## config.mk

```make
export PLATFORM = sky130hd
export DESIGN_NAME = stdt_front
export DESIGN_NICKNAME = d
export VERILOG_FILES = /design/src/rtl/assert_macros.svh /design/src/rtl/stdt_pkg.sv /design/src/rtl/stdt_front.sv
export SDC_FILE = /design/constraint.sdc
export NUM_CORES = 1
export LEC_CHECK = 0
export BUFFER_PORTS_ARGS = -buffer_cell sky130_fd_sc_hd__buf_2
export CELL_PAD_IN_SITES_DETAIL_PLACEMENT = 1
export CELL_PAD_IN_SITES_GLOBAL_PLACEMENT = 1
export CORE_MARGIN = 2
export CORE_UTILIZATION = 35
export DETAILED_ROUTE_END_ITERATION = 10
export GPL_TIMING_DRIVEN = 0
export HOLD_SLACK_MARGIN = 0.1
export PLACE_DENSITY_LB_ADDON = 0.2
export REMOVE_ABC_BUFFERS = 1
export SLEW_MARGIN = 20
export SYNTH_ARGS = -nofsm -noshare
export SYNTH_HDL_FRONTEND = slang
export SYNTH_SLANG_ARGS = --single-unit
```

## constraint.sdc

```tcl
create_clock -name clock -period 7.78 [get_ports clock]
set_clock_uncertainty 0.15 [all_clocks]
set_input_delay 0.389 -clock clock [delete_from_list [all_inputs] [get_ports clock]]
set_output_delay 0.389 -clock clock [all_outputs]
set_load 0.005 [all_outputs]
```

## src/rtl/assert_macros.svh

```systemverilog
// assertion macros shared by the rtl
`ifndef ASSERT_MACROS_SVH
`define ASSERT_MACROS_SVH

// property that holds at every clock edge outside reset
`define ASSERT_ALWAYS(lbl, cond, msg) \
   lbl: assert property (@(posedge clock) disable iff (reset) (cond)) \
      else $error(msg);

// same-cycle implication
`define ASSERT_IMPLIES(lbl, ante, cons, msg) \
   lbl: assert property (@(posedge clock) disable iff (reset) (ante) |-> (cons)) \
      else $error(msg);

// next-cycle implication
`define ASSERT_NEXT(lbl, ante, cons, msg) \
   lbl: assert property (@(posedge clock) disable iff (reset) (ante) |=> (cons)) \
      else $error(msg);

`endif

```

## src/rtl/stdt_pkg.sv

```systemverilog
// types, constants and helpers of the dedup table
`default_nettype none
package stdt_pkg;

   localparam int DEPTH     = 64;
   localparam int IDX_W     = (DEPTH > 1) ? $clog2(DEPTH) : 1;
   localparam int CNT_W     = 7;
   localparam int SUM_W     = CNT_W + 1;
   localparam int LABEL_W   = 8;
   localparam int POS_W     = 20;
   localparam int DIFF_W    = POS_W + 1;
   localparam int SQ_W      = 2 * DIFF_W;
   localparam int TIME_W    = 32;
   localparam int LIMIT_W   = 7;
   localparam int XY_W      = 16;
   localparam int Z_W       = 16;
   localparam int COOL_W    = 22;
   localparam int EXP_W     = COOL_W + 2;
   localparam int LIM2_W    = 2 * XY_W;
   localparam int CSR_W     = 22;
   localparam int CSR_IDX_W = 2;

   localparam logic [EXP_W-1:0] EXPIRY_FLOOR_MS = EXP_W'(20000);
   localparam logic [EXP_W-1:0] EXPIRY_FACTOR   = EXP_W'(3);

   localparam logic              RESET_ENABLE   = 1'b1;
   localparam logic [XY_W-1:0]   RESET_MAX_XY   = XY_W'(550);
   localparam logic [Z_W-1:0]    RESET_MAX_Z    = Z_W'(350);
   localparam logic [COOL_W-1:0] RESET_COOLDOWN = COOL_W'(8000);

   typedef enum logic [0:0] {
      OP_CHECK    = 1'b0,
      OP_REMEMBER = 1'b1
   } op_type;

   typedef enum logic [1:0] {
      KIND_PASS     = 2'd0,
      KIND_CHECK    = 2'd1,
      KIND_REMEMBER = 2'd2
   } kind_type;

   typedef enum logic [CSR_IDX_W-1:0] {
      CSR_ENABLE   = 2'd0,
      CSR_MAX_XY   = 2'd1,
      CSR_MAX_Z    = 2'd2,
      CSR_COOLDOWN = 2'd3
   } csr_idx_type;

   typedef struct packed {
      op_type                   op;
      logic [LABEL_W-1:0]       label_id;
      logic signed [POS_W-1:0]  pos_x_mm;
      logic signed [POS_W-1:0]  pos_y_mm;
      logic signed [POS_W-1:0]  pos_z_mm;
      logic [TIME_W-1:0]        time_now_ms;
      logic [LIMIT_W-1:0]       check_limit;
   } req_type;

   typedef struct packed {
      logic             is_duplicate;
      logic [CNT_W-1:0] stored_count;
      logic             oldest_dropped;
   } rsp_type;

   typedef struct packed {
      logic              dedup_enable;
      logic [XY_W-1:0]   max_delta_xy_mm;
      logic [Z_W-1:0]    max_delta_z_mm;
      logic [COOL_W-1:0] cooldown_ms;
   } cfg_type;

   typedef struct packed {
      kind_type kind;
      req_type  item;
   } cmd_type;

   typedef struct packed {
      logic [LABEL_W-1:0]      label;
      logic signed [POS_W-1:0] x;
      logic signed [POS_W-1:0] y;
      logic signed [POS_W-1:0] z;
      logic [TIME_W-1:0]       stamp;
   } entry_type;

   localparam int ENTRY_W = $bits(entry_type);

   function automatic logic [IDX_W-1:0] wrap_add(input logic [IDX_W-1:0] head,
                                                 input logic [CNT_W-1:0] offset);
      logic [SUM_W-1:0] s;
      s = SUM_W'(head) + SUM_W'(offset);
      if (s >= SUM_W'(DEPTH)) begin
         s = s - SUM_W'(DEPTH);
      end
      return s[IDX_W-1:0];
   endfunction

endpackage
`default_nettype wire

```

## src/rtl/stdt_front.sv

```systemverilog
// front end: accepts transactions, classifies them and queues them
`default_nettype none
module stdt_front
   import stdt_pkg::*;
(
   input  wire logic    clock,
   input  wire logic    reset,
   input  wire logic    start,
   output logic         busy,
   input  wire req_type req_item,
   input  wire cfg_type cfg,
   input  wire logic    q_pop,
   output logic         q_valid,
   output cmd_type      q_cmd
);

   localparam int QUEUE_DEPTH = 2;
   localparam int PTR_W  = (QUEUE_DEPTH > 1) ? $clog2(QUEUE_DEPTH) : 1;
   localparam int FILL_W = $clog2(QUEUE_DEPTH + 1);

   cmd_type           slot_ff [QUEUE_DEPTH];
   logic [PTR_W-1:0]  wr_ptr_ff, wr_ptr_in;
   logic [PTR_W-1:0]  rd_ptr_ff, rd_ptr_in;
   logic [FILL_W-1:0] fill_ff, fill_in;
   logic              push;
   logic              pop;
   cmd_type           new_cmd;

   function automatic logic [PTR_W-1:0] ptr_inc(input logic [PTR_W-1:0] p);
      return (p == PTR_W'(QUEUE_DEPTH - 1)) ? '0 : p + 1'b1;
   endfunction

   assign busy    = (fill_ff == FILL_W'(QUEUE_DEPTH));
   assign q_valid = (fill_ff != '0);
   assign q_cmd   = slot_ff[rd_ptr_ff];
   assign push    = start && !busy;
   assign pop     = q_pop && q_valid;

   always_comb begin
      new_cmd.item = req_item;
      priority if (req_item.op == OP_REMEMBER) begin
         new_cmd.kind = KIND_REMEMBER;
      end else if (cfg.dedup_enable && (req_item.check_limit != '0)) begin
         new_cmd.kind = KIND_CHECK;
      end else begin
         new_cmd.kind = KIND_PASS;
      end
   end

   always_comb begin
      wr_ptr_in = push ? ptr_inc(wr_ptr_ff) : wr_ptr_ff;
      rd_ptr_in = pop ? ptr_inc(rd_ptr_ff) : rd_ptr_ff;
      fill_in   = fill_ff;
      if (push && !pop) begin
         fill_in = fill_ff + 1'b1;
      end else if (pop && !push) begin
         fill_in = fill_ff - 1'b1;
      end
   end

   always_ff @(posedge clock) begin
      if (reset) begin
         wr_ptr_ff <= '0;
         rd_ptr_ff <= '0;
         fill_ff   <= '0;
      end else begin
         wr_ptr_ff <= wr_ptr_in;
         rd_ptr_ff <= rd_ptr_in;
         fill_ff   <= fill_in;
      end
   end

   always_ff @(posedge clock) begin
      if (push) begin
         slot_ff[wr_ptr_ff] <= new_cmd;
      end
   end

endmodule
`default_nettype wire

```

Word-level counts from Yosys, hierarchy flattened
Memory sizes are Yosys's and may differ from the RTL's. A register that Yosys moved wholly into a read port is not among the register bits. Cells that the tools add are included.

Bits in registers: 4. Memory bits (writable): 220. Bits of input ports: 167. Output and inout port bits: 112. Memories: 1.

Add/sub/neg operators: 4. Eq/ne operators: 1. Multiplexer cells: 10. Reduce and logical (&&, ||, !) cells: 11.

Memory list: slot_ff (depth 2, bits a word 110, read ports 1, clocked after Yosys merged registers in 1, wr ports 1, RTL line stdt_front.sv:21) `cmd_type slot_ff [QUEUE_DEPTH];`.

Operators by type and width (count): 1-bit two-way mux (7); 7-bit nonzero test (1); 2-bit two-way mux (3); 1-bit logical AND (5); 2-bit nonzero test (2); 1-bit logical NOT (3); 1-bit adder, second input constant (2); 2-bit by 1-bit adder with 2-bit output, second input constant (1); 2-bit == test, second input constant (1); 2-bit by 1-bit subtractor with 2-bit output, second input constant (1).

Longest topological paths before layout
Gate-level depths: netlist of run 1.

Depth in word-level cells: 7. Mapped depth: 6. Mapped depth without buffers: 6.

Worst setup path after synthesis of run 1
OpenSTA, ideal clock, no wires.

Path type: register to register. Start: reg fill_ff[0]. End: mem slot_ff[1][0] in the netlist's numbering, enable pin. Library setup time: 0.481 ns. Arrival time: 3.133 ns. Path slack: 4.017 ns. Stages on the path, launching flop included: 4. Buffers on the path: 0. Cell sequence: dfxtp_1 nor2b_1 nor2_1 and2_1.

Word-level cells in the longest chain between the ends: 5.

RTL lines: from (decl) (RTL line stdt_front.sv:24) `logic [FILL_W-1:0] fill_ff, fill_in;`; from (signal assigned) (RTL line stdt_front.sv:69) `fill_ff <= fill_in;`; 2-bit == test (RTL line stdt_front.sv:33) `assign busy = (fill_ff == FILL_W'(QUEUE_DEPTH));`; named net busy (RTL line stdt_front.sv:9) `output logic busy,`; 1-bit logical NOT (RTL line stdt_front.sv:36) `assign push = start && !busy;`; 1-bit logical AND (RTL line stdt_front.sv:36); 1-bit two-way mux (RTL line stdt_front.sv:74) `if (push) begin`; 1-bit two-way mux (not written as such) (RTL line stdt_front.sv:75) `slot_ff[wr_ptr_ff] <= new_cmd;`; to (decl) (RTL line stdt_front.sv:21).

The timed path passes the listed nets, and every way through them passes these cells.

==> flow_metrics.env, run 1 <==
export IMPL_synth_top_area_cell="edfxtp_1"
export IMPL_place_inst=869
export IMPL_synthArstFlopShare=0
export IMPL_clock_path_buffers=3
export IMPL_grt_start_max_net_pins=57
export IMPL_regArea_um2=6650
export IMPL_crit_fanout=53
export IMPL_synthFlopType="edfxtp_1"
export IMPL_fp_dieW_um=157
export IMPL_worst_setup_path_type="flip-flop to primary output"
export IMPL_synthToLayoutAreaGrowth_pct=41.9
export IMPL_worstSetupStartpointType="flip-flop"
export IMPL_antenna_found_initial=0
export IMPL_first_pass_iters=4
export IMPL_first_iter_violations=196
export IMPL_pre_cts_ws_ns=5.47
export IMPL_cp_arrival_ns=1.90
export IMPL_critPathRequiredTime_ns=7.24
export IMPL_rows=55
export IMPL_period_needed_ns=2.44
export IMPL_synthesis_area_um2=8140
export IMPL_synth_top_cells_by_area="edfxtp_1 (80%), mux2_2 (14%), mux2_4 (1.8%)"
export IMPL_synthCells=368
export IMPL_synth_area_per_cell_um2=22.1
export IMPL_dieHeight_um=157
export IMPL_clock_sinks=223
export IMPL_synth_warnings=0
export IMPL_drive_above_1_share=0.511
export IMPL_fin_tns_setup_ns=0
export IMPL_r2r_slack_ns=5.56
export IMPL_fill_cells=2175
export IMPL_via_per_inst=4.51
export IMPL_io_pins=279
export IMPL_wl_per_cell_um=17.1
export IMPL_synth_most_common_cell="edfxtp_1"
export IMPL_setup_ws_ns=5.34
export IMPL_synth_seq_cells=223
export IMPL_fmax_mhz=410
export IMPL_n_antenna_cell=0
export IMPL_ctsHoldBuffers=109
export IMPL_grt_ovfl_total=0
export IMPL_drc=0
export IMPL_cts_resized=0
export IMPL_path_clk_slew_ns=0.06
export IMPL_clk_latency_ns=0.51
export IMPL_hold_viol=0
export IMPL_cp_end_kind="primary output"
export IMPL_place_gp_congestion=0.674
export IMPL_core_um2=22700
export IMPL_hold_class="primary input to flip-flop"
export IMPL_cts_setup_buffers=0
export IMPL_cts_tree="built"
export IMPL_grt_pass1_vias=5227
export IMPL_initial_core_util=0.359
export IMPL_fin_nets=888
export IMPL_h_tree_depth=1
export IMPL_power_mw=3.48
export IMPL_vias=4617
export IMPL_whs_ns=0.141
export IMPL_multi_input_area_um2=1410
export IMPL_slew_headroom=0.637
export IMPL_drv_cap=0
export IMPL_p_per_area_nw_per_um2=301
export IMPL_rsz0062_at_grt="no"
export IMPL_die_area_um2=24500
export IMPL_final_cells=1023
export IMPL_seq_area_frac_synth=0.816
export IMPL_synth_top_area_frac=0.804
export IMPL_yosys_top_cells_count="edfxtp_1 (218), mux2_2 (99), mux2_4 (10)"
export IMPL_io_buffers=224
export IMPL_p_leak_nw=4.35
export IMPL_route_antenna_remaining_nets=0
export IMPL_drt_total_wl_um=17500
export IMPL_synth_edf_count=218
export IMPL_yosysUniqueCellTypes=20
export IMPL_place_hpwl_um=10800
export IMPL_track_usage=0.140
export IMPL_setup_violations=0
export IMPL_cts_made_buffers=25
export IMPL_root_buffer="clkbuf_16"
export IMPL_final_max_slew_viol_count=0
export IMPL_worst_slew_pin_transition_ns=0.545
export IMPL_peakVddDrop_mv=0.158
export IMPL_finalCritPeriodShare=0.313
export IMPL_grt_pass1_wl_um=26900
export IMPL_outcome="complete, no violations"
==> final timing paths <==
path / startpoint / to / cells past startpoint
worst max-delay path: flip-flop / q_cmd[18] / 3
worst min-delay path: start / wr_ptr_ff$_SDFFE_PP0N_ / 4
worst max register to register: fill_ff[0]$_SDFFE_PP0P_ / slot_ff[0][95]$_DFFE_PP_ / 4
worst min register to register: wr_ptr_ff$_SDFFE_PP0N_ / wr_ptr_ff$_SDFFE_PP0N_ / 2
==> area by class of cell <==
type | instances | share of cell area
Sequential cell | 223 | 0.576
Clock inverter | 9 | 0.00877
Clock buffer | 36 | 0.0586
Timing Repair Buffer | 338 | 0.203
Multi-Input combinational cell | 130 | 0.122
Tap cell | 285 | 0.0309
Inverter | 2 | 0.00108
==> registers in the layout (all words and copies together), names as in the netlist, named ones only <==
signal	count
fill_ff	2
rd_ptr_ff	1
slot_ff	218
wr_ptr_ff	1
==> per-layer routing <==
layer,global-route usage,share of wire
met1,0.152,0.37
met2,0.259,0.53
met3,0.0424,0.068
met4,0.0463,0.030
met5,0,0
==> cell families (layout without fill, tap and decap cells) <==
family / count (synthesis) / in the layout / synth area share
flip-flops: 223 / 223 / 0.816
adder cells (fa/ha/maj): 1 / 1 / 0.00154
AO/OA/AOI/OAI: 5 / 5 / 0.00307
XOR/XNOR: 3 / 3 / 0.00323
buffers and inverters: 15 / 385 / 0.0115
AND/OR/NAND/NOR: 12 / 12 / 0.00907
multiplexers: 109 / 109 / 0.155
==> power breakdown <==
part | internal, mW | leakage (nW) | switching (mW)
logic | 0.428 | 1.89 | 0.371
registers | 1.51 | 2.08 | 0.0529
clock network | 0.671 | 0.382 | 0.449
total | 2.61 | 4.35 | 0.873
==> metrics by stage <==
step	instance area (um^2)	utilization
3_3_place_gp	9530	0.420
6_report	11600	0.509
3_5_place_dp	9680	0.426
5_1_grt	11600	0.509
2_1_floorplan	8060	-
4_1_cts	11600	0.509
==> critical path: stages (launching register included) <==
cell	delay (ns)
dfxtp_4	0.53
buf_16	0.31
mux2_2	0.38
buf_2	0.13
==> cell usage in the layout (no fill, tap or decap), types with 2 or more instances in the layout <==
cell type,count
a21oi_1,2
buf_16,5
buf_2,224
bufinv_16,2
clkbuf_1,10
clkbuf_16,25
clkinv_2,4
dfxtp_1,4
dlygate4sd3_1,109
edfxtp_1,218
inv_6,3
mux2_2,99
mux2_4,10
nor2_1,4
o21ai_0,3
or3_1,2
xor2_1,3
Power figures use the tool's default switching activity.
==> inputs of run 2 (changes only) <==
--- a/config.mk
+++ b/config.mk
@@ -5,6 +5,7 @@
 export SDC_FILE = /design/constraint.sdc
 export NUM_CORES = 1
 export LEC_CHECK = 0
+export ABC_AREA = 1
 export BUFFER_PORTS_ARGS = -buffer_cell sky130_fd_sc_hd__buf_2
 export CELL_PAD_IN_SITES_DETAIL_PLACEMENT = 1
 export CELL_PAD_IN_SITES_GLOBAL_PLACEMENT = 1
==> constraint.sdc (replaced) <==
create_clock -name clock -period 2 [get_ports clock]
set_clock_uncertainty 0.15 [all_clocks]
set_input_delay 0.1 -clock clock [delete_from_list [all_inputs] [get_ports clock]]
set_output_delay 0.1 -clock clock [all_outputs]
set_load 0.005 [all_outputs]
==> flow_metrics.env, run 2 <==
export IMPL_vias=4772
export IMPL_antenna_found_initial=0
export IMPL_crit_fanout=19
export IMPL_dieHeight_um=157
export IMPL_grt_ovfl_total=0
export IMPL_largest_register_ff_count=218
export IMPL_path_clk_slew_ns=0.06
export IMPL_fmax_mhz=516
export IMPL_place_hpwl_um=11300
export IMPL_pre_cts_ws_ns=-0.390
export IMPL_worst_setup_path_type="flip-flop to primary output"
export IMPL_grt_pass1_vias=5153
export IMPL_grt_start_max_net_pins=43
export IMPL_period_needed_ns=1.94
export IMPL_cts_made_buffers=25
export IMPL_via_per_inst=4.40
export IMPL_grt_pass1_wl_um=27600
export IMPL_p_per_area_nw_per_um2=1140
export IMPL_synthToLayoutAreaGrowth_pct=45.7
export IMPL_clk_latency_ns=0.50
export IMPL_setup_ws_ns=0.0628
export IMPL_wl_per_cell_um=17.1
export IMPL_initial_core_util=0.358
export IMPL_synthArstFlopShare=0
export IMPL_crit_chain="buf_12 > buf_16 > mux2_2 > buf_2"
export IMPL_cts_tree="built"
export IMPL_core_um2=22800
export IMPL_synth_top_area_frac=0.802
export IMPL_worst_slew_pin_transition_ns=0.525
export IMPL_first_pass_iters=5
export IMPL_critPathRequiredTime_ns=1.75
export IMPL_reg_largest_list="slot_ff (218), fill_ff (2)"
export IMPL_synth_warnings=0
export IMPL_track_usage=0.144
export IMPL_p_leak_nw=4.52
export IMPL_cp_arrival_ns=1.69
export IMPL_synthFlopType="edfxtp_1"
export IMPL_place_inst=917
export IMPL_fin_nets=922
export IMPL_route_antenna_remaining_nets=0
export IMPL_yosys_top_cells_count="edfxtp_1 (218), mux2_2 (99), mux2_4 (10), nor2_1 (10)"
export IMPL_clock_path_buffers=3
export IMPL_synthesis_area_um2=8160
export IMPL_synth_most_common_cell="edfxtp_1"
export IMPL_synth_top_area_cell="edfxtp_1"
export IMPL_hold_class="primary input to flip-flop"
export IMPL_setup_violations=0
export IMPL_final_max_slew_viol_count=0
export IMPL_fill_cells=2148
export IMPL_h_tree_depth=1
export IMPL_final_common_cell="buf_2"
export IMPL_rsz0062_at_grt="yes"
export IMPL_cp_end_kind="primary output"
export IMPL_synth_edf_count=218
export IMPL_drive_above_1_share=0.507
export IMPL_peakVddDrop_mv=0.630
export IMPL_outcome="complete, no violations"
export IMPL_slowest_stage="dfxtp_4"
export IMPL_critPathMaxStageDelay_ns=0.40
export IMPL_critical_path_top_delay_family="buffers and inverters"
export IMPL_drv_cap=0
export IMPL_io_buffers=224
export IMPL_largest_register="slot_ff"
export IMPL_seq_area_frac_synth=0.814
export IMPL_slew_headroom=0.650
export IMPL_synth_seq_cells=223
export IMPL_hold_viol=0
export IMPL_finalCritPeriodShare=0.969
export IMPL_io_pins=279
export IMPL_fp_dieW_um=157
export IMPL_yosysUniqueCellTypes=17
export IMPL_worstSetupStartpointType="flip-flop"
export IMPL_first_iter_violations=209
export IMPL_synthCells=383
export IMPL_final_cell_mix="buf_2 (224), edfxtp_1 (218), dlygate4sd3_1 (113)"
export IMPL_synth_area_per_cell_um2=21.3
export IMPL_rows=55
export IMPL_n_antenna_cell=0
export IMPL_final_cells=1084
export IMPL_final_core_util=0.522
export IMPL_crit_buf_inv=3
export IMPL_place_gp_congestion=0.693
export IMPL_synth_top_cells_by_area="edfxtp_1 (80%), mux2_2 (14%), mux2_4 (1.8%)"
export IMPL_drc=0
export IMPL_root_buffer="clkbuf_16"
export IMPL_drt_total_wl_um=18500
export IMPL_die_area_um2=24600
export IMPL_clock_sinks=223
[run 2: final timing paths]
check	cells past startpoint	slack, ns	start	to
hold reg to reg	2	0.36	rd_ptr_ff$_SDFFE_PP0P_	rd_ptr_ff$_SDFFE_PP0P_
hold / removal	2	0.17	req_item[60]	slot_ff[1][60]$_DFFE_PP_
setup reg to reg	9	0.19	fill_ff[1]$_SDFFE_PP0P_	fill_ff[1]$_SDFFE_PP0P_
setup / recovery	4	0.06	flip-flop	q_cmd[66]
[run 2: layout make-up]
cell class	instances	area [um^2]	share of cell area
clock buffers	37	701	0.0589
clock inverters	7	65.1	0.00547
inverters	9	33.8	0.00284
multi-input cells	139	1430	0.120
flip-flops and latches	223	6650	0.559
well taps	313	392	0.0329
repair buffers	356	2630	0.221
[run 2: cell families after synthesis]
kind of cell	synth area share
adders and majority gates	0.00153
and+or+nand+nor	0.0109
DFF	0.814
buffers and inverters	0.0147
muxes	0.155
AOI/OAI and AO/OA	0.00383
[run 2: repair_timing]
action,4_1_cts,5_1_grt
setup endpoints to repair,289,75
pin swaps,2,0
buffers inserted,5,2
gates cloned,1,2
endpoints found under the hold margin,233,0
resized for setup,4,1
hold buffers,113,0
[run 2: through the flow]
step / hold WS [ns] / power, mW / TNS, ns / cell area (um^2)
global placement: 0.137 / 8.39 / -1800.52 / 9590
floorplan: 0.0489 / 7.77 / -997.40 / 8080
detailed placement: 0.142 / 9.00 / -46.45 / 9820
finish: 0.170 / 13.6 / 0 / 11900
CTS: 0.136 / 13.7 / -0.0263 / 11800
global route: 0.151 / 14.2 / -0.169 / 11900
[run 2: power breakdown]
| part | switching [mW] | internal [mW] | leakage [nW] |
|---|---|---|---|
| clock | 1.74 | 2.55 | 0.378 |
| sequential | 0.162 | 5.90 | 2.08 |
| combinational | 1.50 | 1.71 | 2.07 |
[run 2: layer usage]
| layer | wire [um] | share of wire | vias up | global-route usage |
|---|---|---|---|---|
| met5 | 0 | 0 | - | 0 |
| met4 | 349 | 0.019 | 0 | 0.0406 |
| met3 | 1330 | 0.072 | 26 | 0.0385 |
| met2 | 9410 | 0.51 | 154 | 0.256 |
| met1 | 7450 | 0.40 | 2348 | 0.172 |
| li1 | - | - | 2244 | - |
==> inputs of run 3 (changes only) <==
--- a/config.mk
+++ b/config.mk
@@ -20,3 +20,4 @@
 export SYNTH_ARGS = -nofsm -noshare
 export SYNTH_HDL_FRONTEND = slang
 export SYNTH_SLANG_ARGS = --single-unit
+export TNS_END_PERCENT = 1
==> constraint.sdc (replaced) <==
create_clock -name clock -period 2 [get_ports clock]
set_clock_uncertainty 0.15 [all_clocks]
set_input_delay 0 -clock clock [delete_from_list [all_inputs] [get_ports clock]]
set_output_delay 0 -clock clock [all_outputs]
set_load 0.005 [all_outputs]
==> flow_metrics.env, run 3 <==
export IMPL_outcome="aborted with a tool error"
export IMPL_failing_step="clock tree synthesis"
export IMPL_error_line="[ERROR RSZ-0060] Max buffer count reached."
export IMPL_synth_area_per_cell_um2=21.3
export IMPL_io_pins=279
export IMPL_ctsHoldBuffers=194
export IMPL_synth_top_area_cell="edfxtp_1"
export IMPL_synthArstFlopShare=0
export IMPL_synth_edf_count=218
export IMPL_cts_made_buffers=25
export IMPL_dieHeight_um=157
export IMPL_io_buffers=224
export IMPL_clock_path_buffers=3
export IMPL_synth_most_common_cell="edfxtp_1"
export IMPL_synth_top_area_frac=0.802
export IMPL_h_tree_depth=1
export IMPL_place_gp_congestion=0.693
export IMPL_yosysUniqueCellTypes=17
export IMPL_seq_area_frac_synth=0.814
export IMPL_root_buffer="clkbuf_16"
export IMPL_initial_core_util=0.358
export IMPL_synthFlopType="edfxtp_1"
export IMPL_cts_resized=5
export IMPL_synthCells=383
export IMPL_clock_sinks=223
export IMPL_synth_warnings=0
export IMPL_synth_seq_cells=223
export IMPL_rows=55
export IMPL_synthesis_area_um2=8160
export IMPL_synth_top_cells_by_area="edfxtp_1 (80%), mux2_2 (14%), mux2_4 (1.8%)"
export IMPL_yosys_top_cells_count="edfxtp_1 (218), mux2_2 (99), mux2_4 (10), nor2_1 (10)"
export IMPL_place_hpwl_um=11300
export IMPL_fp_dieW_um=157
export IMPL_cts_setup_buffers=4
==> run 3: kinds of logic after synthesis <==
logic type / count (synthesis) / share of synthesized area
muxes: 109 / 0.155
DFF: 223 / 0.814
buffers and inverters: 22 / 0.0147
and+or+nand+nor: 22 / 0.0109
AOI/OAI and AO/OA: 6 / 0.00383
adders and majority gates: 1 / 0.00153
==> run 3: stage by stage <==
| stage | setup WS, ns | utilization | instance area, um^2 | TNS [ns] | instances |
|---|---|---|---|---|---|
| floorplan | -3.80 | - | 8080 | -986.40 | 370 |
| global placement | -6.65 | 0.421 | 9590 | -1789.52 | 907 |
| detailed placement | -0.390 | 0.431 | 9820 | -46.45 | 917 |
==> inputs of run 4 (changes only) <==
--- a/config.mk
+++ b/config.mk
@@ -7,14 +7,11 @@
 export LEC_CHECK = 0
 export ABC_AREA = 1
 export BUFFER_PORTS_ARGS = -buffer_cell sky130_fd_sc_hd__buf_2
-export CELL_PAD_IN_SITES_DETAIL_PLACEMENT = 1
-export CELL_PAD_IN_SITES_GLOBAL_PLACEMENT = 1
 export CORE_MARGIN = 2
-export CORE_UTILIZATION = 35
+export CORE_UTILIZATION = 20
 export DETAILED_ROUTE_END_ITERATION = 10
 export GPL_TIMING_DRIVEN = 0
-export HOLD_SLACK_MARGIN = 0.1
-export PLACE_DENSITY_LB_ADDON = 0.2
+export PLACE_DENSITY_LB_ADDON = 0.15
 export REMOVE_ABC_BUFFERS = 1
 export SLEW_MARGIN = 20
 export SYNTH_ARGS = -nofsm -noshare
==> constraint.sdc (replaced) <==
create_clock -name clock -period 2.6 [get_ports clock]
set_clock_uncertainty 0.15 [all_clocks]
set_input_delay 0 -clock clock [delete_from_list [all_inputs] [get_ports clock]]
set_output_delay 0 -clock clock [all_outputs]
set_load 0.005 [all_outputs]
==> flow_metrics.env, run 4 (synthesized netlist as in run 2, its figures left out) <==
export IMPL_largest_register_ff_count=218
export IMPL_route_antenna_remaining_nets=0
export IMPL_pre_cts_ws_ns=0.390
export IMPL_outcome="complete, no violations"
export IMPL_synthToLayoutAreaGrowth_pct=48.8
export IMPL_fmax_mhz=422
export IMPL_drc=0
export IMPL_switching_power_mw=2.63
export IMPL_clock_sinks=223
export IMPL_critPathMaxStageDelay_ns=0.55
export IMPL_grt_most_used_layer="met2"
export IMPL_vias=4752
export IMPL_fill_cells=4065
export IMPL_initial_core_util=0.201
export IMPL_grt_pass1_wl_um=27600
export IMPL_power_share_switching=0.252
export IMPL_crit_top_cell="buf_16"
export IMPL_p_seq_frac=0.449
export IMPL_wl_per_cell_um=14.2
export IMPL_slew_headroom=0.477
export IMPL_first_iter_violations=158
export IMPL_fp_dieW_um=206
export IMPL_fin_area_um2=12100
export IMPL_p_per_area_nw_per_um2=859
export IMPL_core_um2=40600
export IMPL_hold_class="primary input to flip-flop"
export IMPL_antenna_found_initial=0
export IMPL_cts_made_buffers=26
export IMPL_path_clk_slew_ns=0.06
export IMPL_setup_violations=0
export IMPL_placed_area_um2=10200
export IMPL_io_pins=279
export IMPL_root_buffer="clkbuf_16"
export IMPL_p_int_mw=7.80
export IMPL_peakVddDrop_mv=0.521
export IMPL_place_gp_congestion=0.680
export IMPL_grt_use_met2=0.147
export IMPL_reg_largest_list="slot_ff (218), fill_ff (2)"
export IMPL_fin_nets=916
export IMPL_drive_above_1_share=0.502
export IMPL_die_area_um2=42500
export IMPL_final_max_slew_viol_count=0
export IMPL_rows=74
export IMPL_rsz0062_at_grt="no"
export IMPL_slowest_stage="dfxtp_4"
export IMPL_p_leak_nw=4.51
export IMPL_drv_cap=0
export IMPL_final_cell_mix="buf_2 (224), edfxtp_1 (218), dlygate4sd3_1 (114)"
export IMPL_grt_ovfl_total=0
export IMPL_cts_setup_buffers=0
export IMPL_period_needed_ns=2.37
export IMPL_worstSetupStartpointType="flip-flop"
export IMPL_final_core_util=0.299
export IMPL_critPathRequiredTime_ns=2.45
export IMPL_p_clk_frac=0.325
export IMPL_io_buffers=224
export IMPL_n_antenna_cell=0
export IMPL_worst_setup_path_type="flip-flop to primary output"
export IMPL_p_comb_frac=0.226
export IMPL_setup_ws_ns=0.232
export IMPL_hold_viol=0
export IMPL_dieHeight_um=206
export IMPL_final_common_cell="buf_2"
export IMPL_critical_path_top_delay_family="buffers and inverters"
export IMPL_cts_tree="built"
export IMPL_finalCritPeriodShare=0.911
export IMPL_met3_usage=0.0229
export IMPL_grt_pass1_vias=5155
export IMPL_crit_fanout=51
export IMPL_crit_chain="buf_16 > buf_16 > mux2_2 > buf_2"
export IMPL_grt_start_max_net_pins=52
export IMPL_clk_latency_ns=0.53
export IMPL_worst_slew_pin_transition_ns=0.776
export IMPL_h_tree_depth=1
export IMPL_cp_arrival_ns=2.22
export IMPL_cp_end_kind="primary output"
export IMPL_met1_usage=0.0948
export IMPL_largest_register="slot_ff"
export IMPL_via_per_inst=3.66
export IMPL_track_usage=0.0833
export IMPL_clock_path_buffers=3
export IMPL_crit_buf_inv=3
export IMPL_first_pass_iters=6
export IMPL_drt_total_wl_um=18500
export IMPL_place_hpwl_um=12700
## run 4: power by group through the flow
stage	Sequential (mW)	Combinational, mW	Clock, mW
6_report	4.69	2.36	3.39
5_1_grt	4.73	2.60	3.67
4_1_cts	4.69	2.44	3.55
3_5_place_dp	4.77	2.29	0
3_3_place_gp	4.98	1.84	0
2_1_floorplan	4.91	1.07	0
## run 4: final timing paths
kind	from	end	slack, ns	depth (start not counted)
worst min-delay path	req_item[99]	slot_ff[1][99]$_DFFE_PP_	0.04	2
worst max-delay path	flip-flop	q_cmd[3]	0.23	4
worst max register to register	fill_ff[1]$_SDFFE_PP0P_	slot_ff[1][50]$_DFFE_PP_	0.39	5
worst min register to register	rd_ptr_ff$_SDFFE_PP0P_	flip-flop	0.36	2
## run 4: routing by layer
metal | vias to the layer above | wire length [um]
met5 | - | 0
met4 | 0 | 529
met3 | 33 | 1310
met2 | 140 | 9190
met1 | 2345 | 7460
li1 | 2234 | -
## run 4: what timing repair did
item                       in CTS  in global routing
setup endpoints to repair       0                  0
hold endpoints to repair      223                  0
gates resized for setup         0                  0
hold buffers                  114                  0
## run 4: layout make-up
cell class              instances  area, um^2  share of cell area
clock buffers                  39         761              0.0626
clock inverters                 8        43.8             0.00361
inverters                       9        33.8             0.00278
multi-input cells             138        1410               0.116
flip-flops and latches        223        6650               0.548
well taps                     532         666              0.0548
repair buffers                350        2580               0.212
## run 4: stage by stage
step | hold slack, ns | setup TNS, ns | std cells | total power [mW]
3_3_place_gp | 0.0374 | -1631.29 | 1126 | 6.82
3_5_place_dp | 0.0410 | 0 | 1138 | 7.06
6_report | 0.0441 | 0 | 1299 | 10.4
4_1_cts | 0.00187 | 0 | 1299 | 10.7
5_1_grt | 0.0236 | 0 | 1299 | 11.0
2_1_floorplan | -0.0511 | -789.60 | 370 | 5.98
